$ cat src/rtl/msfp_pkg.sv
// Shared types, constants and codes of the multichannel sample frame parser.
package msfp_pkg;

  localparam int unsigned DEF_QUEUE_DEPTH = 4;
  localparam int unsigned NUM_CHANNELS    = 8;
  localparam int unsigned HEADER_BYTES    = 6;
  localparam int unsigned CFG_INDEX_W     = 2;
  localparam int unsigned CFG_DATA_W      = 8;

  // configuration register indexes
  localparam logic [CFG_INDEX_W-1:0] CFG_MAGIC     = 2'd0;
  localparam logic [CFG_INDEX_W-1:0] CFG_VERSION   = 2'd1;
  localparam logic [CFG_INDEX_W-1:0] CFG_MAX_COUNT = 2'd2;

  localparam logic [7:0] MAGIC_RESET     = 8'hA5;
  localparam logic [7:0] VERSION_RESET   = 8'h01;
  localparam logic [7:0] MAX_COUNT_RESET = 8'd20;

  // header byte positions
  localparam logic [15:0] POS_MAGIC   = 16'd0;
  localparam logic [15:0] POS_VERSION = 16'd1;
  localparam logic [15:0] POS_SEQ_LO  = 16'd2;
  localparam logic [15:0] POS_SEQ_HI  = 16'd3;
  localparam logic [15:0] POS_COUNT   = 16'd4;

  // lane of the high byte of the last channel in a sample
  localparam logic [3:0] LAST_LANE = 4'hF;

  typedef enum logic [2:0] {
    ST_SAMPLE     = 3'd0,
    ST_LAST       = 3'd1,
    ST_BAD_HEADER = 3'd2,
    ST_BAD_COUNT  = 3'd3,
    ST_TOO_SHORT  = 3'd4
  } status_t;

  typedef enum logic [2:0] {
    MODE_IDLE    = 3'b001,
    MODE_HEADER  = 3'b010,
    MODE_SAMPLES = 3'b100
  } mode_t;

  typedef enum logic {
    OP_STATUS = 1'b0,
    OP_CHAN   = 1'b1
  } op_kind_t;

  typedef struct packed {
    logic [7:0] magic;
    logic [7:0] version;
    logic [7:0] max_count;
  } cfg_t;

  // one classified byte handed from front to back
  typedef struct packed {
    op_kind_t    kind;
    status_t     status;
    logic [15:0] seq;
    logic [7:0]  idx;
    logic [7:0]  flags;
    logic [3:0]  lane;
    logic [7:0]  data;
  } op_t;

endpackage

$ cat src/rtl/msfp_in_if.sv
// Input byte channel of the frame parser.
interface msfp_in_if;
  logic        valid;
  logic        ready;
  logic [7:0]  data_byte;
  logic        frame_start;
  logic [15:0] frame_length;

  modport source (output valid, data_byte, frame_start, frame_length, input ready);
  modport sink   (input valid, data_byte, frame_start, frame_length, output ready);
endinterface

$ cat src/rtl/msfp_out_if.sv
// Result channel of the frame parser.
interface msfp_out_if;
  logic               valid;
  logic               ready;
  logic [2:0]         status;
  logic [15:0]        sequence_number;
  logic [7:0]         sample_index;
  logic [7:0]         frame_flags;
  logic signed [15:0] channel_0;
  logic signed [15:0] channel_1;
  logic signed [15:0] channel_2;
  logic signed [15:0] channel_3;
  logic signed [15:0] channel_4;
  logic signed [15:0] channel_5;
  logic signed [15:0] channel_6;
  logic signed [15:0] channel_7;

  modport source (output valid, status, sequence_number, sample_index, frame_flags,
                  channel_0, channel_1, channel_2, channel_3, channel_4, channel_5,
                  channel_6, channel_7, input ready);
  modport sink   (input valid, status, sequence_number, sample_index, frame_flags,
                  channel_0, channel_1, channel_2, channel_3, channel_4, channel_5,
                  channel_6, channel_7, output ready);
endinterface

$ cat src/rtl/msfp_front.sv
// Front end: frame tracking, header checks and byte classification.
module msfp_front import msfp_pkg::*; (
  input  logic         clk,
  input  logic         rst_n,
  input  cfg_t         cfg,
  msfp_in_if.sink      in_chan,
  input  logic         q_full,
  output logic         push,
  output op_t          op
);

  mode_t       mode_r, mode_nxt;
  logic [15:0] pos_r, pos_nxt;
  logic [15:0] len_r, len_nxt;
  logic [15:0] seq_r, seq_nxt;
  logic [7:0]  count_r, count_nxt;
  logic [7:0]  flags_r, flags_nxt;
  logic [7:0]  cur_r, cur_nxt;

  logic        acc;
  logic [16:0] need_len;
  logic [8:0]  cur_inc;

  assign in_chan.ready = !q_full;
  assign acc = in_chan.valid && !q_full;
  // 6 + 16 * count
  assign need_len = 17'({count_r, 4'b0000}) + 17'(HEADER_BYTES);
  assign cur_inc  = {1'b0, cur_r} + 9'd1;

  always_comb begin
    mode_t       mode_eff;
    logic        work;
    logic [15:0] p;
    logic [7:0]  d;
    logic [3:0]  k;
    logic        last;

    mode_nxt  = mode_r;
    pos_nxt   = pos_r;
    len_nxt   = len_r;
    seq_nxt   = seq_r;
    count_nxt = count_r;
    flags_nxt = flags_r;
    cur_nxt   = cur_r;
    push      = 1'b0;
    op        = '0;
    mode_eff  = mode_r;
    work      = 1'b0;
    p         = pos_r;
    d         = in_chan.data_byte;
    k         = 4'd0;
    last      = 1'b0;

    if (acc) begin
      if (in_chan.frame_start) begin
        p       = '0;
        len_nxt = in_chan.frame_length;
        if (in_chan.frame_length < 16'(HEADER_BYTES)) begin
          mode_nxt = MODE_IDLE;   // short frame, dropped silently
        end else begin
          mode_eff = MODE_HEADER;
          work     = 1'b1;
        end
      end else if (mode_r != MODE_IDLE) begin
        work = 1'b1;
      end

      if (work) begin
        pos_nxt  = p + 16'd1;
        mode_nxt = mode_eff;
        case (mode_eff)
          MODE_HEADER: begin
            if (p == POS_MAGIC) begin
              if (d != cfg.magic) begin
                mode_nxt  = MODE_IDLE;
                push      = 1'b1;
                op.kind   = OP_STATUS;
                op.status = ST_BAD_HEADER;
              end
            end else if (p == POS_VERSION) begin
              if (d != cfg.version) begin
                mode_nxt  = MODE_IDLE;
                push      = 1'b1;
                op.kind   = OP_STATUS;
                op.status = ST_BAD_HEADER;
              end
            end else if (p == POS_SEQ_LO) begin
              seq_nxt = {8'h00, d};
            end else if (p == POS_SEQ_HI) begin
              seq_nxt = {d, seq_r[7:0]};
            end else if (p == POS_COUNT) begin
              count_nxt = d;
            end else begin
              // flags byte closes the header
              flags_nxt = d;
              mode_nxt  = MODE_IDLE;
              op.seq    = seq_r;
              op.flags  = d;
              op.kind   = OP_STATUS;
              if (count_r == 8'd0 || count_r > cfg.max_count) begin
                push      = 1'b1;
                op.status = ST_BAD_COUNT;
              end else if ({1'b0, len_r} < need_len) begin
                push      = 1'b1;
                op.status = ST_TOO_SHORT;
              end else begin
                mode_nxt = MODE_SAMPLES;
                cur_nxt  = 8'd0;
              end
            end
          end
          MODE_SAMPLES: begin
            k        = p[3:0] - 4'(HEADER_BYTES);
            push     = 1'b1;
            op.kind  = OP_CHAN;
            op.lane  = k;
            op.data  = d;
            op.seq   = seq_r;
            op.flags = flags_r;
            op.idx   = cur_r;
            last     = cur_inc >= {1'b0, count_r};
            op.status = last ? ST_LAST : ST_SAMPLE;
            if (k == LAST_LANE) begin
              if (last) begin
                mode_nxt = MODE_IDLE;
              end else begin
                cur_nxt = cur_inc[7:0];
              end
            end
          end
          default: begin
            mode_nxt = MODE_IDLE;
          end
        endcase
      end
    end
  end

  always_ff @(posedge clk) begin
    if (!rst_n) begin
      mode_r  <= MODE_IDLE;
      pos_r   <= '0;
      len_r   <= '0;
      seq_r   <= '0;
      count_r <= '0;
      flags_r <= '0;
      cur_r   <= '0;
    end else begin
      mode_r  <= mode_nxt;
      pos_r   <= pos_nxt;
      len_r   <= len_nxt;
      seq_r   <= seq_nxt;
      count_r <= count_nxt;
      flags_r <= flags_nxt;
      cur_r   <= cur_nxt;
    end
  end

endmodule

$ cat src/rtl/msfp_queue.sv
// Short queue of classified bytes between front and back.
module msfp_queue import msfp_pkg::*; #(
  parameter int unsigned DEPTH = DEF_QUEUE_DEPTH
) (
  input  logic clk,
  input  logic rst_n,
  input  logic push,
  input  op_t  push_op,
  input  logic pop,
  output logic full,
  output logic q_valid,
  output op_t  head
);

  localparam int unsigned AW = (DEPTH > 1) ? $clog2(DEPTH) : 1;
  localparam int unsigned CW = $clog2(DEPTH + 1);
  localparam logic [AW-1:0] LAST_SLOT = AW'(DEPTH - 1);

  op_t           mem_r [DEPTH];
  logic [AW-1:0] wr_r, wr_nxt;
  logic [AW-1:0] rd_r, rd_nxt;
  logic [CW-1:0] count_r, count_nxt;
  logic          do_push, do_pop;

  assign full    = count_r == CW'(DEPTH);
  assign q_valid = count_r != '0;
  assign head    = mem_r[rd_r];
  assign do_push = push && !full;
  assign do_pop  = pop && q_valid;

  always_comb begin
    wr_nxt    = wr_r;
    rd_nxt    = rd_r;
    count_nxt = count_r;
    if (do_push) begin
      wr_nxt = (wr_r == LAST_SLOT) ? '0 : wr_r + AW'(1);
    end
    if (do_pop) begin
      rd_nxt = (rd_r == LAST_SLOT) ? '0 : rd_r + AW'(1);
    end
    case ({do_push, do_pop})
      2'b10:   count_nxt = count_r + CW'(1);
      2'b01:   count_nxt = count_r - CW'(1);
      default: count_nxt = count_r;
    endcase
  end

  always_ff @(posedge clk) begin
    if (do_push) begin
      mem_r[wr_r] <= push_op;
    end
  end

  always_ff @(posedge clk) begin
    if (!rst_n) begin
      wr_r    <= '0;
      rd_r    <= '0;
      count_r <= '0;
    end else begin
      wr_r    <= wr_nxt;
      rd_r    <= rd_nxt;
      count_r <= count_nxt;
    end
  end

  a_count_bound: assert property (@(posedge clk) disable iff (!rst_n)
    count_r <= CW'(DEPTH))
    else $error("queue fill count beyond depth");

  a_count_up: assert property (@(posedge clk) disable iff (!rst_n)
    (do_push && !do_pop) |=> count_r == $past(count_r) + CW'(1))
    else $error("queue fill count missed a push");

endmodule

$ cat src/rtl/msfp_back.sv
// Back end: channel assembly and the result register.
module msfp_back import msfp_pkg::*; (
  input  logic       clk,
  input  logic       rst_n,
  input  logic       q_valid,
  input  op_t        head,
  output logic       pop,
  msfp_out_if.source out_chan
);

  logic [7:0]         low_r;
  logic [15:0]        ch_r     [NUM_CHANNELS];
  logic               out_valid_r;
  status_t            out_status_r;
  logic [15:0]        out_seq_r;
  logic [7:0]         out_idx_r;
  logic [7:0]         out_flags_r;
  logic signed [15:0] out_ch_r [NUM_CHANNELS];

  logic        emit, slot_free, is_chan;
  logic [15:0] word;
  logic [2:0]  word_slot;

  assign is_chan   = head.kind == OP_CHAN;
  assign emit      = q_valid && (!is_chan || head.lane == LAST_LANE);
  assign slot_free = !out_valid_r || out_chan.ready;
  assign pop       = q_valid && (!emit || slot_free);
  assign word      = {head.data, low_r};
  assign word_slot = head.lane[3:1];

  // channel assembly: even lane is the low byte, odd lane completes a word
  always_ff @(posedge clk) begin
    if (pop && is_chan) begin
      if (!head.lane[0]) begin
        low_r <= head.data;
      end else begin
        ch_r[word_slot] <= word;
      end
    end
  end

  always_ff @(posedge clk) begin
    if (pop && emit) begin
      out_status_r <= head.status;
      out_seq_r    <= head.seq;
      out_flags_r  <= head.flags;
      out_idx_r    <= is_chan ? head.idx : 8'd0;
      for (int j = 0; j < NUM_CHANNELS; j++) begin
        if (!is_chan) begin
          out_ch_r[j] <= '0;
        end else if (3'(j) == word_slot) begin
          out_ch_r[j] <= word;
        end else begin
          out_ch_r[j] <= ch_r[j];
        end
      end
    end
  end

  always_ff @(posedge clk) begin
    if (!rst_n) begin
      out_valid_r <= 1'b0;
    end else if (pop && emit) begin
      out_valid_r <= 1'b1;
    end else if (out_chan.ready) begin
      out_valid_r <= 1'b0;
    end
  end

  assign out_chan.valid           = out_valid_r;
  assign out_chan.status          = out_status_r;
  assign out_chan.sequence_number = out_seq_r;
  assign out_chan.sample_index    = out_idx_r;
  assign out_chan.frame_flags     = out_flags_r;
  assign out_chan.channel_0       = out_ch_r[0];
  assign out_chan.channel_1       = out_ch_r[1];
  assign out_chan.channel_2       = out_ch_r[2];
  assign out_chan.channel_3       = out_ch_r[3];
  assign out_chan.channel_4       = out_ch_r[4];
  assign out_chan.channel_5       = out_ch_r[5];
  assign out_chan.channel_6       = out_ch_r[6];
  assign out_chan.channel_7       = out_ch_r[7];

  a_emit_loads: assert property (@(posedge clk) disable iff (!rst_n)
    (pop && emit) |=> out_valid_r)
    else $error("result popped but not presented");

  a_no_overwrite: assert property (@(posedge clk) disable iff (!rst_n)
    (emit && !slot_free) |-> !pop)
    else $error("result popped over a waiting result");

  a_status_code: assert property (@(posedge clk) disable iff (!rst_n)
    out_valid_r |-> (out_status_r == ST_SAMPLE || out_status_r == ST_LAST ||
                     out_status_r == ST_BAD_HEADER || out_status_r == ST_BAD_COUNT ||
                     out_status_r == ST_TOO_SHORT))
    else $error("result carries an unknown status");

endmodule

$ cat src/rtl/multichannel_sample_frame_parser.sv
// Top level of the multichannel sample frame parser.
//
// Takes one frame byte per item and accepts a new byte every clock cycle while
// the queue is not full. The front end tracks frame position and checks the
// header in the cycle a byte is taken; it hands each meaningful byte to a short
// queue (QUEUE_DEPTH entries, default 4). The back end assembles the eight
// little-endian channels and loads finished results into an output register;
// in_chan.ready only falls when the queue is full while the result register is
// held by the sink. A complete sample gives one result (status sample or last
// sample); a bad magic or version byte gives a bad header status at that byte;
// a bad count or a frame too short for its count gives one status at the flags
// byte. Frames shorter than the six header bytes, stray bytes between frames
// and trailing bytes are dropped without a result. Configuration (magic,
// version, sample count limit) is written through cfg_we/cfg_index/cfg_data;
// the user must write it only while idle, which the block does not enforce.
module multichannel_sample_frame_parser import msfp_pkg::*; #(
  parameter int unsigned QUEUE_DEPTH = DEF_QUEUE_DEPTH
) (
  input  logic                   clk,
  input  logic                   rst_n,
  msfp_in_if.sink                in_chan,
  msfp_out_if.source             out_chan,
  input  logic                   cfg_we,
  input  logic [CFG_INDEX_W-1:0] cfg_index,
  input  logic [CFG_DATA_W-1:0]  cfg_data
);

  cfg_t cfg_r;
  logic push, pop, q_full, q_valid;
  op_t  push_op, head;

  // register file; writes to unused indexes fall away
  always_ff @(posedge clk) begin
    if (!rst_n) begin
      cfg_r.magic     <= MAGIC_RESET;
      cfg_r.version   <= VERSION_RESET;
      cfg_r.max_count <= MAX_COUNT_RESET;
    end else if (cfg_we) begin
      case (cfg_index)
        CFG_MAGIC:     cfg_r.magic     <= cfg_data;
        CFG_VERSION:   cfg_r.version   <= cfg_data;
        CFG_MAX_COUNT: cfg_r.max_count <= cfg_data;
        default: ;
      endcase
    end
  end

  // header parse and byte classification
  msfp_front u_front (
    .clk     (clk),
    .rst_n   (rst_n),
    .cfg     (cfg_r),
    .in_chan (in_chan),
    .q_full  (q_full),
    .push    (push),
    .op      (push_op)
  );

  // decouples the byte stream from result back-pressure
  msfp_queue #(
    .DEPTH (QUEUE_DEPTH)
  ) u_queue (
    .clk     (clk),
    .rst_n   (rst_n),
    .push    (push),
    .push_op (push_op),
    .pop     (pop),
    .full    (q_full),
    .q_valid (q_valid),
    .head    (head)
  );

  // channel assembly and result register
  msfp_back u_back (
    .clk      (clk),
    .rst_n    (rst_n),
    .q_valid  (q_valid),
    .head     (head),
    .pop      (pop),
    .out_chan (out_chan)
  );

endmodule

$ cat src/flat_wrapper.sv
// flat-port wrapper written by rule: the top's interface ports become plain ports
module multichannel_sample_frame_parser_flat import msfp_pkg::*;
#(
  parameter int unsigned QUEUE_DEPTH = DEF_QUEUE_DEPTH
)
  (clk, rst_n, cfg_we, cfg_index, cfg_data, in_chan_valid, in_chan_data_byte, in_chan_frame_start, in_chan_frame_length, in_chan_ready, out_chan_valid, out_chan_status, out_chan_sequence_number, out_chan_sample_index, out_chan_frame_flags, out_chan_channel_0, out_chan_channel_1, out_chan_channel_2, out_chan_channel_3, out_chan_channel_4, out_chan_channel_5, out_chan_channel_6, out_chan_channel_7, out_chan_ready);
  msfp_in_if in_chan_i ();
  msfp_out_if out_chan_i ();
  input  logic clk;
  input  logic rst_n;
  input  logic cfg_we;
  input  logic [CFG_INDEX_W-1:0] cfg_index;
  input  logic [CFG_DATA_W-1:0] cfg_data;
  input wire logic [$bits(in_chan_i.valid)-1:0] in_chan_valid;
  input wire logic [$bits(in_chan_i.data_byte)-1:0] in_chan_data_byte;
  input wire logic [$bits(in_chan_i.frame_start)-1:0] in_chan_frame_start;
  input wire logic [$bits(in_chan_i.frame_length)-1:0] in_chan_frame_length;
  output wire logic [$bits(in_chan_i.ready)-1:0] in_chan_ready;
  output wire logic [$bits(out_chan_i.valid)-1:0] out_chan_valid;
  output wire logic [$bits(out_chan_i.status)-1:0] out_chan_status;
  output wire logic [$bits(out_chan_i.sequence_number)-1:0] out_chan_sequence_number;
  output wire logic [$bits(out_chan_i.sample_index)-1:0] out_chan_sample_index;
  output wire logic [$bits(out_chan_i.frame_flags)-1:0] out_chan_frame_flags;
  output wire logic [$bits(out_chan_i.channel_0)-1:0] out_chan_channel_0;
  output wire logic [$bits(out_chan_i.channel_1)-1:0] out_chan_channel_1;
  output wire logic [$bits(out_chan_i.channel_2)-1:0] out_chan_channel_2;
  output wire logic [$bits(out_chan_i.channel_3)-1:0] out_chan_channel_3;
  output wire logic [$bits(out_chan_i.channel_4)-1:0] out_chan_channel_4;
  output wire logic [$bits(out_chan_i.channel_5)-1:0] out_chan_channel_5;
  output wire logic [$bits(out_chan_i.channel_6)-1:0] out_chan_channel_6;
  output wire logic [$bits(out_chan_i.channel_7)-1:0] out_chan_channel_7;
  input wire logic [$bits(out_chan_i.ready)-1:0] out_chan_ready;
  assign in_chan_i.valid = in_chan_valid;
  assign in_chan_i.data_byte = in_chan_data_byte;
  assign in_chan_i.frame_start = in_chan_frame_start;
  assign in_chan_i.frame_length = in_chan_frame_length;
  assign in_chan_ready = in_chan_i.ready;
  assign out_chan_valid = out_chan_i.valid;
  assign out_chan_status = out_chan_i.status;
  assign out_chan_sequence_number = out_chan_i.sequence_number;
  assign out_chan_sample_index = out_chan_i.sample_index;
  assign out_chan_frame_flags = out_chan_i.frame_flags;
  assign out_chan_channel_0 = out_chan_i.channel_0;
  assign out_chan_channel_1 = out_chan_i.channel_1;
  assign out_chan_channel_2 = out_chan_i.channel_2;
  assign out_chan_channel_3 = out_chan_i.channel_3;
  assign out_chan_channel_4 = out_chan_i.channel_4;
  assign out_chan_channel_5 = out_chan_i.channel_5;
  assign out_chan_channel_6 = out_chan_i.channel_6;
  assign out_chan_channel_7 = out_chan_i.channel_7;
  assign out_chan_i.ready = out_chan_ready;
  multichannel_sample_frame_parser #(.QUEUE_DEPTH(QUEUE_DEPTH)) u_core (.clk(clk), .rst_n(rst_n), .in_chan(in_chan_i), .out_chan(out_chan_i), .cfg_we(cfg_we), .cfg_index(cfg_index), .cfg_data(cfg_data));
endmodule
$ cat config.mk
export PLATFORM = sky130hd
export DESIGN_NAME = multichannel_sample_frame_parser_flat
export DESIGN_NICKNAME = d
export VERILOG_FILES = /design/src/rtl/msfp_pkg.sv /design/src/rtl/msfp_in_if.sv /design/src/rtl/msfp_out_if.sv /design/src/rtl/msfp_front.sv /design/src/rtl/msfp_queue.sv /design/src/rtl/msfp_back.sv /design/src/rtl/multichannel_sample_frame_parser.sv /design/src/flat_wrapper.sv
export SDC_FILE = /design/constraint.sdc
export NUM_CORES = 1
export LEC_CHECK = 0
export CAP_MARGIN = 20
export CORE_ASPECT_RATIO = 0.75
export CORE_MARGIN = 5
export CORE_UTILIZATION = 55
export DETAILED_ROUTE_END_ITERATION = 16
export DONT_BUFFER_PORTS = 1
export GPL_ROUTABILITY_DRIVEN = 0
export HOLD_SLACK_MARGIN = 0.15
export MAX_ROUTING_LAYER = met4
export PLACE_DENSITY = 0.78
export SLEW_MARGIN = 20
export SYNTH_ARGS = -nofsm -noshare
export SYNTH_HDL_FRONTEND = slang
export SYNTH_SLANG_ARGS = --single-unit
$ cat constraint.sdc
create_clock -name clk -period 7.5 [get_ports clk]
set_input_delay 2.25 -clock clk [delete_from_list [all_inputs] [get_ports clk]]
set_output_delay 2.25 -clock clk [all_outputs]
set_load 0.005 [all_outputs]
==> impl_metrics.json, run 1 <==
{
  "synth_edf_count": 475,
  "fin_crit_sh_pct": 70.05,
  "post_cts.repair.setup_buffers": 0,
  "cp_num_buf_inv": 3,
  "maxCapViolations": 0,
  "grt_util_all_layers_pct": 20.44,
  "end_kind": "flop",
  "crit_slowest_cell": "nor2b_4",
  "yosysWarnings": 0,
  "worstSkewPairLatency_ns": 0.58,
  "fin_nets": 1506,
  "fp.dieH_microns": 184.7,
  "drt-total-wl_microns": 44790,
  "grt_pass1_wl_microns": 68460,
  "slowest_delay_ns": 0.79,
  "finalHoldViolCount": 0,
  "top_usage_layer": "met2",
  "leakagePower_nw": 8.767,
  "cp_max_fo": 27,
  "power_density_mw_per_mm2": 331.9,
  "drt_iter0_drc": 953,
  "hold_class": "reg -> reg",
  "hold_buffers": 0,
  "synthArstFlopShare_pct": 0,
  "tns_ns": 0,
  "setup_viol": 0,
  "rsz0062_at_grt": "no",
  "synth_cell_types": 64,
  "area_growth_pct": 11.13,
  "synth_seq_cells": 583,
  "worstPathArrival_ns": 5.48,
  "clk_pin_slew_ns": 0.06,
  "crit_required_ns": 7.73,
  "worst_pin_slew_ns": 1.063,
  "cts_max_path_buffers": 3,
  "h-tree-depth": 2,
  "dieArea_sq_mm": 0.04488,
  "wire_per_inst_microns": 22.35,
  "use_met3_pct": 4.349,
  "grt_start_max_net_pins": 123,
  "fp-row-count": 64,
  "synth_top_area_share_pct": 63.72,
  "maxSlewViolCount": 0,
  "max-slew-margin-rel_pct": 29.03,
  "portBuffers": 0,
  "cts.sinks": 583,
  "yosysSeqAreaShare_pct": 73.38,
  "start_kind": "primary input",
  "netlist_top_cells_count": "edfxtp_1, and2_1, dfxtp_1, nor2_1, nand2_1",
  "cts_tree": "built",
  "cts-root-buf": "clkbuf_16",
  "synth_area_leaders": "edfxtp_1, dfxtp_1, mux4_2",
  "synth_area_leader_cell": "edfxtp_1",
  "ir_drop_v": 0.0002153,
  "synth_area_per_cell_sq_um": 15.81,
  "grt_pass1_vias": 11215,
  "grt_use_met1_pct": 26.78,
  "firstDrtPassIters": 5,
  "grt-ovfl-total": 0,
  "syn_inst": 1416,
  "vias": 11401,
  "final_layout_size_suffix_gt1_share_pct": 12.34,
  "postRouteAntennaNets": 0,
  "synth_area_sq_mm": 0.02239,
  "p_total_mw": 8.256,
  "post-synth-top-count-cell": "edfxtp_1",
  "cp_cell_sequence": "clkinv_1 > nand2_1 > inv_1 > ha_1 > nor2_1 > a2bb2oi_1 > o22a_1 > a21o_1 > o21ba_2 > a31oi_4 > nor2b_4 > buf_4",
  "skew_ns": 0.01918,
  "vias_per_cell": 5.689,
  "ctsResizeCount": 0,
  "syn-num-nets": 1493,
  "timing.fmax_ghz": 0.1903,
  "drc_errors": 0,
  "dpl.hpwl_microns": 28530,
  "io_pins": 205,
  "antenna_found_initial": 1,
  "use_met2_pct": 33.63,
  "fp.dieW_microns": 243.0,
  "status": "complete, no violations",
  "n_fill_cell": 2825,
  "coreArea_sq_mm": 0.04052,
  "numCtsBuffers": 54,
  "start_util_pct": 55.25,
  "synthFlopType": "edfxtp_1",
  "crit_family": "simple AND/OR/NAND/NOR gates",
  "path_class": "in -> reg",
  "period_needed_ns": 5.254
}
path summary, 6_finish.rpt:
kind                                                           start  cells past startpoint                                     end  slack (ns)
worst min register to register  u_core.u_front.seq_r[9]$_SDFFE_PN0P_                      2    u_core.u_front.seq_r[9]$_SDFFE_PN0P_        0.45
worst min-delay path            u_core.u_front.seq_r[9]$_SDFFE_PN0P_                      2    u_core.u_front.seq_r[9]$_SDFFE_PN0P_        0.45
worst max register to register                                  flop                     10  u_core.u_queue.count_r[2]$_SDFFE_PN0P_        3.50
worst max-delay path                             in_chan_frame_start                     12   u_core.u_queue.mem_r[2][10]$_DFFE_PP_        2.25
per-layer routing:
| metal | up-vias | routed length (microns) |
|---|---|---|
| li1 | 5252 | - |
| met1 | 5688 | 18590 |
| met2 | 397 | 22170 |
| met3 | 64 | 3159 |
| met4 | 0 | 864 |
| met5 | - | 0 |
layout by cell type, fill, tap and decap left out, types with 6 or more instances in the layout:
cell	synthesis	final
nand4_1	12	12
a21oi_1	34	34
and3_1	18	18
or3_1	6	6
clkbuf_8	0	6
bufinv_16	0	7
nand3_1	23	23
xnor2_1	14	14
nand2_1	73	73
mux2i_1	64	64
clkbuf_1	45	13
ha_1	36	36
a22o_1	8	8
edfxtp_1	475	475
nor3_1	11	7
and2_1	154	153
nand2b_1	6	6
dfxtp_1	108	106
nor2_1	108	108
mux4_2	47	47
inv_1	28	28
nor2b_1	20	16
o21ai_0	10	9
buf_4	1	19
xor2_1	25	25
clkinv_2	0	6
clkbuf_16	0	54
nor4_1	12	12
through the flow:
step	hold slack, ns	setup WS [ns]	cells	cell area [sq um]	util (%)
after global placement	0.4349	1.794	1900	23000	56.75
after CTS	0.4544	2.286	2002	24840	61.31
after floorplan	0.4275	0.8593	1416	22390	-
after detailed placement	0.4420	1.680	1900	23000	56.75
after global routing	0.4849	2.045	2004	24880	61.39
final	0.4545	2.246	2004	24880	61.39
state kept, by name, indices dropped and copies added (netlist names), named ones only:
register / count
u_core.u_back.out_ch_r: 128
u_core.u_front.cur_r: 8
u_core.u_front.pos_r: 16
u_core.u_back.low_r: 8
u_core.cfg_r: 24
u_core.u_back.out_chan.sample_index: 8
u_core.u_queue.rd_r: 2
u_core.u_back.out_chan.frame_flags: 8
u_core.u_back.ch_r: 112
u_core.u_queue.mem_r: 192
u_core.u_back.out_chan.sequence_number: 16
u_core.u_front.seq_r: 16
u_core.u_back.out_chan.status: 3
u_core.u_queue.wr_r: 2
u_core.u_front.count_r: 8
u_core.u_back.out_chan.valid: 1
u_core.u_front.mode_r: 3
u_core.u_queue.count_r: 3
u_core.u_front.len_r: 15
u_core.u_front.flags_r: 8
cell type report:
type / instances / area (sq um) / share of cell area [%]
antenna: 1 / 2.502 / 0.01006
clock buffer: 73 / 1483 / 5.960
clock inverter: 29 / 362.8 / 1.459
inverter: 30 / 112.6 / 0.4527
multi-input combinational: 740 / 5662 / 22.76
sequential: 583 / 16430 / 66.05
tap: 528 / 660.6 / 2.656
timing repair buffer: 20 / 162.7 / 0.6539
worst reg2reg max path, stage by stage (launching register included):
cell	delay, ns
dfxtp_2	0.66
buf_4	0.54
mux4_2	0.44
a31o_2	0.31
a21oi_1	0.50
ha_1	0.30
inv_1	0.08
fa_1	0.45
xor2_1	0.17
or3_1	0.32
a21oi_1	0.15
where the power goes:
part / total [mW] / leakage [nW] / internal, mW / switching, mW
Clock: 2.79 / 0.891 / 1.64 / 1.15
Sequential: 4.58 / 5.39 / 4.20 / 0.380
Combinational: 0.881 / 2.48 / 0.293 / 0.588
Total: 8.26 / 8.77 / 6.13 / 2.12
logic make-up (layout without fill, tap and decap cells):
group / Yosys count / in the layout / share of synthesized area [%]
compound gates: 85 / 85 / 2.661
xor+xnor: 39 / 39 / 1.526
fa+ha+maj: 37 / 37 / 2.102
buf+inv: 93 / 152 / 1.643
flops: 583 / 583 / 73.38
mux: 112 / 112 / 7.641
other cells: 0 / 1 / 0
simple gates: 467 / 467 / 11.05
Power figures use the tool's default switching activity.
==> run 2, diff against run 1 <==
==> constraint.sdc (replaced) <==
create_clock -name clk -period 5.5 [get_ports clk]
set_input_delay 1.65 -clock clk [delete_from_list [all_inputs] [get_ports clk]]
set_output_delay 1.65 -clock clk [all_outputs]
set_load 0.005 [all_outputs]
==> run 2 against run 1 <==
Against the previous run:
- die area unchanged
- sequential cell count did not move
- sequential share of layout area increased by 0.34 points
- critical path type unchanged
- largest cell class unchanged
- via count grew 0.75%
- clock power increased by 25%
- clock skew down 0.00067 ns
- first-iteration DRC count shrank 3.9%
- critical endpoint is now u_core.u_queue.count_r[2]$_SDFFE_PN0P_
- worst hold slack lost 0.0043 ns
- final area is 0.52% lower
==> impl_metrics.json, run 2 (synthesis gave the netlist of run 1 again) <==
{
  "p_total_mw": 10.93,
  "coreArea_sq_mm": 0.04052,
  "n_fill_cell": 2834,
  "max-slew-margin-rel_pct": 27.02,
  "maxCapViolations": 0,
  "ir_drop_v": 0.0003691,
  "top_usage_layer": "met2",
  "io_pins": 205,
  "reg_top3": "u_core.u_queue.mem_r (192), u_core.u_back.out_ch_r (128), u_core.u_back.ch_r (112)",
  "reg2reg_depth": 12,
  "end_kind": "flop",
  "clk_pin_slew_ns": 0.06,
  "wire_per_inst_microns": 22.12,
  "final_cell_mix": "edfxtp_1, and2_1, nor2_1",
  "rrSetupSlack_ns": 1.42,
  "leakagePower_nw": 8.719,
  "area_growth_pct": 10.55,
  "antenna-diode-count": 0,
  "antenna_found_initial": 0,
  "skew_ns": 0.01851,
  "start_kind": "primary input",
  "period_needed_ns": 4.573,
  "final_layout_size_suffix_gt1_share_pct": 11.89,
  "firstDrtPassIters": 5,
  "cts_tree": "built",
  "stdcell_area_sq_mm": 0.02475,
  "drt-total-wl_microns": 44430,
  "drt_iter0_drc": 916,
  "fin_nets": 1512,
  "fin_cells": 2008,
  "placed_cell_area_sq_mm": 0.02305,
  "start_util_pct": 55.25,
  "fp.dieH_microns": 184.7,
  "pre_cts_slack_ns": 0.4323,
  "placedCellCount": 1907,
  "whs_path_depth": 2,
  "ctsResizeCount": 0,
  "cp_max_fo": 20,
  "crit_required_ns": 6.00,
  "fp.dieW_microns": 243.0,
  "maxSlewViolCount": 0,
  "cts.sinks": 583,
  "holdWs_ns": 0.4502,
  "vias": 11486,
  "fin_crit_sh_pct": 83.14,
  "power_density_mw_per_mm2": 441.8,
  "timing.fmax_ghz": 0.2187,
  "postRouteAntennaNets": 0,
  "min_from": "u_core.u_front.seq_r[12]$_SDFFE_PN0P_",
  "path_class": "in -> reg",
  "largest_register_ffs": 192,
  "grt_pass1_wl_microns": 67210,
  "regMostFlops": "u_core.u_queue.mem_r",
  "grt_util_all_layers_pct": 20.13,
  "grt_pass1_vias": 11137,
  "grt_use_met1_pct": 27.42,
  "grt_start_max_net_pins": 123,
  "vias_per_cell": 5.720,
  "rsz0062_at_grt": "no",
  "grt-ovfl-total": 0,
  "hold_class": "reg -> reg",
  "cts-root-buf": "clkbuf_16",
  "cts_max_path_buffers": 3,
  "post_cts.repair.setup_buffers": 0,
  "use_met2_pct": 32.48,
  "use_met3_pct": 4.132,
  "worstPathArrival_ns": 5.07,
  "hold_buffers": 0,
  "portBuffers": 0,
  "numCtsBuffers": 53,
  "h-tree-depth": 2,
  "final_common_cell": "edfxtp_1",
  "dieArea_sq_mm": 0.04488,
  "worst_pin_slew_ns": 1.085,
  "worstSkewPairLatency_ns": 0.59,
  "dpl.hpwl_microns": 28490,
  "fp-row-count": 64,
  "worstSetupStartpoint": "in_chan_frame_start",
  "setup_viol": 0,
  "status": "complete, no violations",
  "drc_errors": 0,
  "finalHoldViolCount": 0,
  "finalWorstSetupSlack_ns": 0.9274
}
-- run 2: final timing paths --
path                                            endpoint
setup / recovery  u_core.u_queue.count_r[2]$_SDFFE_PN0P_
hold / removal     u_core.u_front.seq_r[12]$_SDFFE_PN0P_
setup reg to reg  u_core.u_queue.count_r[2]$_SDFFE_PN0P_
hold reg to reg    u_core.u_front.seq_r[12]$_SDFFE_PN0P_
-- run 2: power breakdown --
group / switching [mW] / internal (mW) / leakage [nW]
logic: 0.791 / 0.409 / 2.52
clock network: 1.57 / 1.92 / 0.807
registers: 0.515 / 5.73 / 5.39
total: 2.88 / 8.06 / 8.72
-- run 2: per-stage QoR --
step | TNS (ns) | utilization, %
5_1_grt | 0 | 61.08
3_3_place_gp | 0 | 56.88
6_report | 0 | 61.08
3_5_place_dp | 0 | 56.88
2_1_floorplan | -103.82 | -
4_1_cts | 0 | 61.00
-- run 2: critical path, stage by stage --
cell and delay, ns:
nor2b_1 0.31, inv_1 0.15, ha_1 0.31, nor2_1 0.26, nor2b_1 0.11, or3_1 0.38
a31oi_4 0.47, ha_1 0.28, inv_1 0.07, fa_1 0.43, xor2_1 0.16, or3_1 0.31
a21oi_1 0.15
-- run 2: layer usage --
metal	vias to the layer above	wire, microns
met4	0	665
met2	425	21690
met5	-	0
met3	62	3339
li1	5249	-
met1	5750	18730
-- run 2: area by class of cell --
| type | instances | area (sq um) | share of cell area [%] |
|---|---|---|---|
| flip-flops and latches | 583 | 16430 | 66.39 |
| multi-input cells | 740 | 5654 | 22.85 |
| clock buffers | 70 | 1410 | 5.698 |
| well taps | 528 | 660.6 | 2.669 |
| clock inverters | 30 | 256.5 | 1.036 |
| repair buffers | 27 | 222.7 | 0.8999 |
| inverters | 30 | 112.6 | 0.4550 |
